<file path="src/rtl/wpcr_pkg.sv">
package wpcr_pkg;

	localparam int unsigned MAX_WIDTH  = 4096;
	localparam int unsigned MAX_HEIGHT = 1024;

	localparam int unsigned LEN_W      = 24;
	localparam int unsigned COL_W      = 12;
	localparam int unsigned WIDTH_W    = 13;
	localparam int unsigned HEIGHT_W   = 11;
	localparam int unsigned ROW_W      = 10;
	localparam int unsigned SAMPLE_W   = 16;
	localparam int unsigned PROD_W     = SAMPLE_W + HEIGHT_W;
	localparam int unsigned CFG_IDX_W  = 3;
	localparam int unsigned CFG_DATA_W = 24;
	localparam int unsigned DIV_STEPS  = LEN_W;
	localparam int unsigned DIV_CNT_W  = $clog2(DIV_STEPS);

	localparam logic [CFG_IDX_W-1:0] REG_SAMPLE_COUNT = 3'd0;
	localparam logic [CFG_IDX_W-1:0] REG_WIDTH        = 3'd1;
	localparam logic [CFG_IDX_W-1:0] REG_HEIGHT       = 3'd2;
	localparam logic [CFG_IDX_W-1:0] REG_STEREO       = 3'd3;
	localparam logic [CFG_IDX_W-1:0] REG_SIXTEEN_BIT  = 3'd4;

	localparam int unsigned RST_SAMPLE_COUNT = 1024;
	localparam int unsigned RST_WIDTH        = 512;
	localparam int unsigned RST_HEIGHT       = 128;
	localparam int unsigned RST_QUOT         = RST_SAMPLE_COUNT / RST_WIDTH;
	localparam int unsigned RST_RMD          = RST_SAMPLE_COUNT % RST_WIDTH;
	localparam int unsigned RST_END          = (RST_QUOT > RST_SAMPLE_COUNT - 1) ?
	                                           RST_SAMPLE_COUNT - 1 : RST_QUOT;

	typedef logic signed [SAMPLE_W-1:0] sample_t;

	localparam sample_t SAMPLE_MAX = 16'sh7FFF;
	localparam sample_t SAMPLE_MIN = 16'sh8000;

	typedef struct packed {
		logic [ROW_W-1:0] first;
		logic [ROW_W-1:0] last;
		logic             lit;
	} band_t;

endpackage

</file>
<file path="src/rtl/waveform_peak_column_render_core.sv">
// Channel | Signals                                  | Direction
// cfg     | cfg_valid cfg_ready cfg_index cfg_data   | in: register write
// in      | in_valid in_ready sample_left/right      | in: one audio frame per transfer
// out     | out_valid out_ready column .. last_column| out: one closed column per transfer
//
// One frame per cycle unless busy or a closing frame finds stage 1 full; a column
// result is registered in stage 1 and then stage 2. Rate is set by the per-frame
// min/max update and the column-end compare. A write to a defined register starts
// a 24-step restoring divide (len / width), with in_ready and cfg_ready low while busy.
// Reset loads the default registers and their precomputed column step.
// A stalled output fills the two result stages; frames that close no column
// are still taken while they are full.
module waveform_peak_column_render_core (
	input  logic                                  clk,
	input  logic                                  arst_n,
	input  logic                                  cfg_valid,
	output logic                                  cfg_ready,
	input  logic [wpcr_pkg::CFG_IDX_W-1:0]        cfg_index,
	input  logic [wpcr_pkg::CFG_DATA_W-1:0]       cfg_data,
	input  logic                                  in_valid,
	output logic                                  in_ready,
	input  logic signed [wpcr_pkg::SAMPLE_W-1:0]  sample_left,
	input  logic signed [wpcr_pkg::SAMPLE_W-1:0]  sample_right,
	output logic                                  out_valid,
	input  logic                                  out_ready,
	output logic [wpcr_pkg::COL_W-1:0]            column,
	output logic [wpcr_pkg::ROW_W-1:0]            top_first_row,
	output logic [wpcr_pkg::ROW_W-1:0]            top_last_row,
	output logic                                  top_lit,
	output logic [wpcr_pkg::ROW_W-1:0]            bottom_first_row,
	output logic [wpcr_pkg::ROW_W-1:0]            bottom_last_row,
	output logic                                  bottom_lit,
	output logic                                  last_column
);

	typedef enum logic [1:0] {
		DIV_IDLE,
		DIV_LOAD,
		DIV_RUN,
		DIV_FINISH
	} div_state_t;

	localparam int unsigned LW = wpcr_pkg::LEN_W;
	localparam int unsigned WW = wpcr_pkg::WIDTH_W;
	localparam int unsigned HW = wpcr_pkg::HEIGHT_W;
	localparam int unsigned CW = wpcr_pkg::COL_W;
	localparam int unsigned RW = wpcr_pkg::ROW_W;
	localparam int unsigned PW = wpcr_pkg::PROD_W;

	function automatic wpcr_pkg::band_t scan_band(
		input wpcr_pkg::sample_t mn,
		input wpcr_pkg::sample_t mx,
		input logic [HW-1:0]     div,
		input logic [HW-1:0]     count,
		input logic [HW-1:0]     offset
	);
		logic [wpcr_pkg::SAMPLE_W-1:0] a;
		logic [wpcr_pkg::SAMPLE_W-1:0] b;
		logic [PW-1:0]                 lo_p;
		logic [PW-1:0]                 hi_p;
		logic [PW-1:0]                 hi_m1;
		logic [HW-1:0]                 kmin;
		logic [HW-1:0]                 kmax;
		logic [HW-1:0]                 kmax_c;
		logic [HW-1:0]                 cnt_m1;
		logic [HW-1:0]                 first;
		logic [HW-1:0]                 last;
		wpcr_pkg::band_t               r;
		// offset-binary level: row k lit iff a*div < k*65536 < b*div
		a      = {~mn[wpcr_pkg::SAMPLE_W-1], mn[wpcr_pkg::SAMPLE_W-2:0]};
		b      = {~mx[wpcr_pkg::SAMPLE_W-1], mx[wpcr_pkg::SAMPLE_W-2:0]};
		lo_p   = PW'(a) * PW'(div);
		hi_p   = PW'(b) * PW'(div);
		hi_m1  = hi_p - PW'(1);
		kmin   = HW'(lo_p >> 16) + HW'(1);
		kmax   = HW'(hi_m1 >> 16);
		cnt_m1 = count - HW'(1);
		kmax_c = (kmax < cnt_m1) ? kmax : cnt_m1;
		r.lit  = (hi_p != '0) && (kmin <= kmax_c);
		first  = offset + kmin;
		last   = offset + kmax_c;
		r.first = r.lit ? first[RW-1:0] : '0;
		r.last  = r.lit ? last[RW-1:0] : '0;
		return r;
	endfunction

	// configuration
	logic [LW-1:0] sample_count_q;
	logic [WW-1:0] width_q;
	logic [HW-1:0] height_q;
	logic          stereo_q;
	logic          sixteen_bit_q;

	logic [WW-1:0] eff_w;
	logic [LW-1:0] eff_len;
	logic [LW-1:0] len_m1;
	logic [HW-1:0] eff_h;
	logic [HW-1:0] half_h;

	// divider
	div_state_t                       div_state_q;
	logic [wpcr_pkg::DIV_CNT_W-1:0]   div_cnt_q;
	logic [LW-1:0]                    div_num_q;
	logic [WW-1:0]                    div_rem_q;
	logic [WW-1:0]                    div_shift;
	logic                             div_ge;
	logic [LW-1:0]                    quot_q;
	logic [CW-1:0]                    rmd_q;
	logic                             busy;
	logic                             cfg_hit;
	logic                             cfg_fire;

	// column tracking
	logic [LW-1:0]     frame_q;
	logic [CW-1:0]     column_q;
	logic [LW-1:0]     end_raw_q;
	logic [LW-1:0]     end_q;
	logic [CW-1:0]     rem_q;
	logic              pending_q;
	wpcr_pkg::sample_t min_l_q;
	wpcr_pkg::sample_t max_l_q;
	wpcr_pkg::sample_t min_r_q;
	wpcr_pkg::sample_t max_r_q;

	wpcr_pkg::sample_t lvl_l;
	wpcr_pkg::sample_t lvl_r;
	wpcr_pkg::sample_t nmin_l;
	wpcr_pkg::sample_t nmax_l;
	wpcr_pkg::sample_t nmin_r;
	wpcr_pkg::sample_t nmax_r;
	logic              at_end;
	logic              emit_now;
	logic              col_last;
	logic [WW-1:0]     sum_rem;
	logic              carry;
	logic [CW-1:0]     rem_next;
	logic [LW-1:0]     end_raw_next;
	logic [LW-1:0]     end_next;
	logic [LW-1:0]     quot_clamp;
	logic [LW-1:0]     div_clamp;
	logic              in_fire;

	// result stages
	logic              v_s1;
	logic [CW-1:0]     col_s1;
	logic              last_s1;
	wpcr_pkg::sample_t min_l_s1;
	wpcr_pkg::sample_t max_l_s1;
	wpcr_pkg::sample_t min_r_s1;
	wpcr_pkg::sample_t max_r_s1;
	logic              s1_adv;
	logic              s1_free;

	logic              v_s2;
	logic [CW-1:0]     col_s2;
	logic              last_s2;
	wpcr_pkg::band_t   top_s2;
	wpcr_pkg::band_t   bot_s2;
	wpcr_pkg::band_t   top_band;
	wpcr_pkg::band_t   bot_band;

	// effective register values
	always_comb begin
		if (width_q == '0) begin
			eff_w = WW'(1);
		end else if (width_q > WW'(wpcr_pkg::MAX_WIDTH)) begin
			eff_w = WW'(wpcr_pkg::MAX_WIDTH);
		end else begin
			eff_w = width_q;
		end
		eff_len = (sample_count_q < LW'(eff_w)) ? LW'(eff_w) : sample_count_q;
		len_m1  = eff_len - LW'(1);
		if (height_q < HW'(2)) begin
			eff_h = HW'(2);
		end else if (height_q > HW'(wpcr_pkg::MAX_HEIGHT)) begin
			eff_h = HW'(wpcr_pkg::MAX_HEIGHT);
		end else begin
			eff_h = height_q;
		end
		half_h = eff_h >> 1;
	end

	assign busy      = (div_state_q != DIV_IDLE);
	assign cfg_ready = !busy;
	assign cfg_fire  = cfg_valid && cfg_ready;

	always_comb begin
		case (cfg_index)
			wpcr_pkg::REG_SAMPLE_COUNT,
			wpcr_pkg::REG_WIDTH,
			wpcr_pkg::REG_HEIGHT,
			wpcr_pkg::REG_STEREO,
			wpcr_pkg::REG_SIXTEEN_BIT: cfg_hit = 1'b1;
			default:                   cfg_hit = 1'b0;
		endcase
	end

	always_ff @(posedge clk or negedge arst_n) begin
		if (!arst_n) begin
			sample_count_q <= LW'(wpcr_pkg::RST_SAMPLE_COUNT);
			width_q        <= WW'(wpcr_pkg::RST_WIDTH);
			height_q       <= HW'(wpcr_pkg::RST_HEIGHT);
			stereo_q       <= 1'b0;
			sixteen_bit_q  <= 1'b1;
		end else if (cfg_fire) begin
			case (cfg_index)
				wpcr_pkg::REG_SAMPLE_COUNT: sample_count_q <= cfg_data[LW-1:0];
				wpcr_pkg::REG_WIDTH:        width_q        <= cfg_data[WW-1:0];
				wpcr_pkg::REG_HEIGHT:       height_q       <= cfg_data[HW-1:0];
				wpcr_pkg::REG_STEREO:       stereo_q       <= cfg_data[0];
				wpcr_pkg::REG_SIXTEEN_BIT:  sixteen_bit_q  <= cfg_data[0];
				default: ;
			endcase
		end
	end

	// restoring divide: eff_len / eff_w
	assign div_shift = {div_rem_q[WW-2:0], div_num_q[LW-1]};
	assign div_ge    = (div_shift >= eff_w);

	always_ff @(posedge clk or negedge arst_n) begin
		if (!arst_n) begin
			div_state_q <= DIV_IDLE;
			div_cnt_q   <= '0;
			div_num_q   <= '0;
			div_rem_q   <= '0;
			quot_q      <= LW'(wpcr_pkg::RST_QUOT);
			rmd_q       <= CW'(wpcr_pkg::RST_RMD);
		end else begin
			case (div_state_q)
				DIV_IDLE: begin
					if (cfg_fire && cfg_hit) begin
						div_state_q <= DIV_LOAD;
					end
				end
				DIV_LOAD: begin
					div_num_q   <= eff_len;
					div_rem_q   <= '0;
					div_cnt_q   <= '0;
					div_state_q <= DIV_RUN;
				end
				DIV_RUN: begin
					div_num_q <= {div_num_q[LW-2:0], div_ge};
					div_rem_q <= div_ge ? (div_shift - eff_w) : div_shift;
					div_cnt_q <= div_cnt_q + 1'b1;
					if (div_cnt_q == wpcr_pkg::DIV_CNT_W'(wpcr_pkg::DIV_STEPS - 1)) begin
						div_state_q <= DIV_FINISH;
					end
				end
				DIV_FINISH: begin
					quot_q      <= div_num_q;
					rmd_q       <= div_rem_q[CW-1:0];
					div_state_q <= DIV_IDLE;
				end
				default: div_state_q <= DIV_IDLE;
			endcase
		end
	end

	// per-frame datapath
	always_comb begin
		lvl_l = sixteen_bit_q ? sample_left  : {sample_left[7:0], 8'h00};
		lvl_r = sixteen_bit_q ? sample_right : {sample_right[7:0], 8'h00};
		nmin_l = (lvl_l < min_l_q) ? lvl_l : min_l_q;
		nmax_l = (lvl_l > max_l_q) ? lvl_l : max_l_q;
		nmin_r = (lvl_r < min_r_q) ? lvl_r : min_r_q;
		nmax_r = (lvl_r > max_r_q) ? lvl_r : max_r_q;

		at_end   = (frame_q == end_q);
		emit_now = pending_q || at_end;
		col_last = (WW'(column_q) >= (eff_w - WW'(1)));

		sum_rem      = WW'(rem_q) + WW'(rmd_q);
		carry        = (sum_rem >= eff_w);
		rem_next     = carry ? CW'(sum_rem - eff_w) : CW'(sum_rem);
		end_raw_next = end_raw_q + quot_q + LW'(carry);
		end_next     = (end_raw_next > len_m1) ? len_m1 : end_raw_next;
		quot_clamp   = (quot_q > len_m1) ? len_m1 : quot_q;
		div_clamp    = (div_num_q > len_m1) ? len_m1 : div_num_q;
	end

	assign s1_adv   = !v_s2 || out_ready;
	assign s1_free  = !v_s1 || s1_adv;
	assign in_ready = !busy && (!emit_now || s1_free);
	assign in_fire  = in_valid && in_ready;

	always_ff @(posedge clk or negedge arst_n) begin
		if (!arst_n) begin
			frame_q   <= '0;
			column_q  <= '0;
			end_raw_q <= LW'(wpcr_pkg::RST_QUOT);
			end_q     <= LW'(wpcr_pkg::RST_END);
			rem_q     <= CW'(wpcr_pkg::RST_RMD);
			pending_q <= 1'b0;
			min_l_q   <= wpcr_pkg::SAMPLE_MAX;
			max_l_q   <= wpcr_pkg::SAMPLE_MIN;
			min_r_q   <= wpcr_pkg::SAMPLE_MAX;
			max_r_q   <= wpcr_pkg::SAMPLE_MIN;
		end else if (cfg_fire && cfg_hit) begin
			frame_q   <= '0;
			column_q  <= '0;
			pending_q <= 1'b0;
			min_l_q   <= wpcr_pkg::SAMPLE_MAX;
			max_l_q   <= wpcr_pkg::SAMPLE_MIN;
			min_r_q   <= wpcr_pkg::SAMPLE_MAX;
			max_r_q   <= wpcr_pkg::SAMPLE_MIN;
		end else if (div_state_q == DIV_FINISH) begin
			end_raw_q <= div_num_q;
			end_q     <= div_clamp;
			rem_q     <= div_rem_q[CW-1:0];
		end else if (in_fire) begin
			if (pending_q) begin
				// single-frame last column reported; this frame opens a new pass
				frame_q   <= LW'(1);
				column_q  <= '0;
				pending_q <= 1'b0;
				end_raw_q <= quot_q;
				end_q     <= quot_clamp;
				rem_q     <= rmd_q;
				min_l_q   <= lvl_l;
				max_l_q   <= lvl_l;
				min_r_q   <= lvl_r;
				max_r_q   <= lvl_r;
			end else if (at_end && col_last) begin
				frame_q   <= '0;
				column_q  <= '0;
				end_raw_q <= quot_q;
				end_q     <= quot_clamp;
				rem_q     <= rmd_q;
				min_l_q   <= wpcr_pkg::SAMPLE_MAX;
				max_l_q   <= wpcr_pkg::SAMPLE_MIN;
				min_r_q   <= wpcr_pkg::SAMPLE_MAX;
				max_r_q   <= wpcr_pkg::SAMPLE_MIN;
			end else if (at_end) begin
				// boundary frame seeds the next column
				column_q  <= column_q + 1'b1;
				end_raw_q <= end_raw_next;
				end_q     <= end_next;
				rem_q     <= rem_next;
				min_l_q   <= lvl_l;
				max_l_q   <= lvl_l;
				min_r_q   <= lvl_r;
				max_r_q   <= lvl_r;
				if (end_next <= frame_q) begin
					pending_q <= 1'b1;
				end else begin
					frame_q <= frame_q + 1'b1;
				end
			end else begin
				frame_q <= frame_q + 1'b1;
				min_l_q <= nmin_l;
				max_l_q <= nmax_l;
				min_r_q <= nmin_r;
				max_r_q <= nmax_r;
			end
		end
	end

	// stage 1: closed column snapshot
	always_ff @(posedge clk or negedge arst_n) begin
		if (!arst_n) begin
			v_s1 <= 1'b0;
		end else if (in_fire && emit_now) begin
			v_s1 <= 1'b1;
		end else if (s1_adv) begin
			v_s1 <= 1'b0;
		end
	end

	always_ff @(posedge clk) begin
		if (in_fire && emit_now) begin
			if (pending_q) begin
				col_s1   <= CW'(eff_w - WW'(1));
				last_s1  <= 1'b1;
				min_l_s1 <= min_l_q;
				max_l_s1 <= max_l_q;
				min_r_s1 <= min_r_q;
				max_r_s1 <= max_r_q;
			end else begin
				col_s1   <= column_q;
				last_s1  <= col_last;
				min_l_s1 <= nmin_l;
				max_l_s1 <= nmax_l;
				min_r_s1 <= nmin_r;
				max_r_s1 <= nmax_r;
			end
		end
	end

	// stage 2: row span per band
	always_comb begin
		if (stereo_q) begin
			top_band = scan_band(min_l_s1, max_l_s1, half_h, half_h, '0);
			bot_band = scan_band(min_r_s1, max_r_s1, half_h, eff_h - half_h, half_h);
		end else begin
			top_band = scan_band(min_l_s1, max_l_s1, eff_h, eff_h, '0);
			bot_band = '0;
		end
	end

	always_ff @(posedge clk or negedge arst_n) begin
		if (!arst_n) begin
			v_s2 <= 1'b0;
		end else if (v_s1 && s1_adv) begin
			v_s2 <= 1'b1;
		end else if (out_ready) begin
			v_s2 <= 1'b0;
		end
	end

	always_ff @(posedge clk) begin
		if (v_s1 && s1_adv) begin
			col_s2  <= col_s1;
			last_s2 <= last_s1;
			top_s2  <= top_band;
			bot_s2  <= bot_band;
		end
	end

	assign out_valid        = v_s2;
	assign column           = col_s2;
	assign top_first_row    = top_s2.first;
	assign top_last_row     = top_s2.last;
	assign top_lit          = top_s2.lit;
	assign bottom_first_row = bot_s2.first;
	assign bottom_last_row  = bot_s2.last;
	assign bottom_lit       = bot_s2.lit;
	assign last_column      = last_s2;

endmodule

</file>
<file path="config.mk">
export PLATFORM = sky130hd
export DESIGN_NAME = waveform_peak_column_render_core
export DESIGN_NICKNAME = d
export VERILOG_FILES = /design/src/rtl/wpcr_pkg.sv /design/src/rtl/waveform_peak_column_render_core.sv
export SDC_FILE = /design/constraint.sdc
export NUM_CORES = 2
export LEC_CHECK = 0
export ABC_AREA = 0
export BUFFER_PORTS_ARGS = -buffer_cell sky130_fd_sc_hd__buf_4
export CAP_MARGIN = 20
export CORE_MARGIN = 2
export CORE_UTILIZATION = 35
export CTS_CLUSTER_DIAMETER = 200
export DETAILED_ROUTE_END_ITERATION = 16
export GPL_TIMING_DRIVEN = 0
export PLACE_DENSITY = 0.57
export SLEW_MARGIN = 25
export SYNTH_ARGS = -nofsm -noshare
export SYNTH_HDL_FRONTEND = slang
export SYNTH_SLANG_ARGS = --single-unit
</file>
<file path="constraint.sdc">
create_clock -name clk -period 27.3 [get_ports clk]
set_input_delay 5.46 -clock clk [delete_from_list [all_inputs] [get_ports clk]]
set_output_delay 5.46 -clock clk [all_outputs]
set_load 0.005 [all_outputs]
</file>
==> out/metrics.cfg <==
[run_status]
status=finished, final reports clean

[sta]
slew_viol_final=0
relSlewSlack=0.233
rsz0062_at_grt=false
finClkSkew_ns=0.0637
timing.final.ws_setup_ns=11.66
tns_ns=0
hold_viol_final=0
finalCriticalPeriod_ns=15.64
finalSetupViolations=0
fin_crit_sh=0.573
tightest_slew_ns=1.15
fmax_ghz=0.0639

[grt]
first_global_vias=47750
grt.total_usage=0.233
grt_first_pass_wirelength_microns=292000
antenna_found_initial=4
grt_max_degree=85
gr-total-overflow=0

[yosys]
synth_cell_type_count=104
synth-seq-cells=424
syn_inst=6391
ys.flop_type=dfrtp_1
avgSynthCellArea_sq_um=8.78
netlist_area_sq_um=56100
synth_fp_nets=7620
synth_enable_flop_cells=132
yosys_warnings=0
seq_area_frac_synth=0.202
synthArstFlopShare=0.689

[run]
drv_cap=0

[clock_network]
hold_buffers=0
tritoncts=yes
htree_levels=2
clockBufferDepth=3
cts_resized=0
post_cts_buffers=0
cts.sink_count=424
cts_buffers=50
clock_latency_ns=0.70
cts-root-buf=clkbuf_16
clk_pin_slew_ns=0.06

[drt]
wl_per_cell_microns=22.1
routed_wl_microns=192000
drt-initial-drc-count=3874
dr.pass1.iters=6
vias=48011
drc=0
post_drt_via_cell_ratio=5.53
drtAntennaViolNets=0

[finish]
fin_util=0.388
fin_nets=7800
area_growth_pct=9.70
final_design_area_no_fill_sq_um=61600
drive_gt1_frac=0.0685

[die]
core-area_sq_um=159000
start_util=0.354
rows=146
die_y_microns=404
dieArea_sq_um=164000
die_width_microns=404
io-pin-count=122

[setup_path]
worstSetupPathType=flip-flop to flip-flop
cp.required_ns=27.80
slowest_stage=clkbuf_1
cp-end-kind=flip-flop
cp.arrival_ns=16.14
max_stage_delay_ns=0.84
worst_path_most_repeated_cell=fa_1
worstSetupStartpointType=flip-flop
crit_fanout=10

[place]
place.gp.congestion=1.02
port_buffers=121
dp_slack_ns=11.93
post_dp_cell_area_sq_um=59800
place_hpwl_microns=156000

[hold_path]
hold_path_class=flip-flop to flip-flop

## worst paths after layout
path,start,end,slack (ns),cells past startpoint
worst max-delay path,height_q[8]$_DFFE_PN0P_,top_first_row[8]$_DFFE_PP_,11.66,46
worst max register to register,height_q[8]$_DFFE_PN0P_,top_first_row[8]$_DFFE_PP_,11.66,46
worst min-delay path,col_s1[3]$_DFFE_PP_,column[3]$_DFFE_PP_,0.42,0
min in group asynchronous,arst_n,sample_count_q[16]$_DFFE_PN0P_,4.74,1
worst min register to register,col_s1[3]$_DFFE_PP_,column[3]$_DFFE_PP_,0.42,0
max in group asynchronous,arst_n,min_r_q[7]$_DFFE_PN1P_,21.61,2
## registers in the layout (all words and copies together) (netlist names), 13 cells and up
signal,count
min_l_s1,16
min_r_s1,16
div_num_q,24
frame_q,24
min_r_q,16
max_r_s1,16
width_q,13
min_l_q,16
max_r_q,16
max_l_q,16
quot_q,24
max_l_s1,16
end_q,24
end_raw_q,24
sample_count_q,24
## cells by family (layout without fill, tap and decap cells)
kind of cell | Yosys count | count (layout) | synth area share
AND/OR/NAND/NOR | 1925 | 1925 | 0.167
AO/OA/AOI/OAI | 1291 | 1291 | 0.145
adder cells (fa/ha/maj) | 1165 | 1165 | 0.329
buffers and inverters | 1101 | 1323 | 0.0742
flip-flops | 424 | 424 | 0.202
XOR/XNOR | 259 | 259 | 0.0404
multiplexers | 226 | 226 | 0.0428
other | 0 | 1 | 0
## metrics by stage
step / hold slack (ns) / std cells
final: 0.420 / 8686
after global routing: 0.427 / 8685
after CTS: 0.419 / 8685
after detailed placement: 0.407 / 8591
after global placement: 0.405 / 8584
after floorplan: 0.400 / 6391
## layer usage
layer,share of wire,wire [microns],GRT usage,vias to the layer above
li1,-,-,-,22221
met1,0.44,83500,0.313,23804
met2,0.45,86700,0.375,1649
met3,0.071,13600,0.0388,335
met4,0.042,7960,0.0857,2
met5,0.000063,12,0,-
## cell usage in the layout, fill, tap and decap left out, types with 132 or more instances in the layout
cell	count
o21ai_0	330
nor2_1	374
fa_1	521
xnor2_1	166
nand2_1	738
clkbuf_1	243
edfxtp_1	132
and3_1	243
ha_1	644
a21oi_1	364
inv_1	780
dfrtp_1	253
## cells in the mapped netlist, types with 93 or more instances
| master | count | share of area |
|---|---|---|
| a21oi_1 | 364 | 0.032 |
| and3_1 | 243 | 0.027 |
| nor2_1 | 374 | 0.025 |
| o21ai_0 | 330 | 0.029 |
| clkbuf_1 | 241 | 0.016 |
| xor2_1 | 93 | 0.015 |
| ha_1 | 644 | 0.14 |
| xnor2_1 | 166 | 0.026 |
| dfrtp_1 | 253 | 0.11 |
| fa_1 | 521 | 0.19 |
| a21o_1 | 115 | 0.015 |
| mux2i_1 | 112 | 0.020 |
| inv_1 | 781 | 0.052 |
| nand2_1 | 738 | 0.049 |
| edfxtp_1 | 132 | 0.071 |
| mux2_2 | 114 | 0.023 |
## worst max-delay path: cells and delay by family, from the launching register on
kind / cells / cell delay [ns]
and+or+nand+nor: 14 / 4.59
adders and majority gates: 8 / 3.52
DFF: 1 / 0.65
buffers and inverters: 6 / 2.45
muxes: 1 / 0.49
AOI/OAI and AO/OA: 17 / 3.71
## layout make-up
class                   instances  area, sq um
repair buffers                128         1080
well taps                    2072         2590
diodes                          1         2.50
clock buffers                  61         1320
multi-input cells            4866        40700
fillers                     16168        97200
inverters                     790         2970
clock inverters                33          418
plain buffers                 311         1210
flip-flops and latches        424        11300
Power is left out: the tool's default activity adds up to more than one toggle a clock period on the data nets, which glitch-free logic cannot reach.
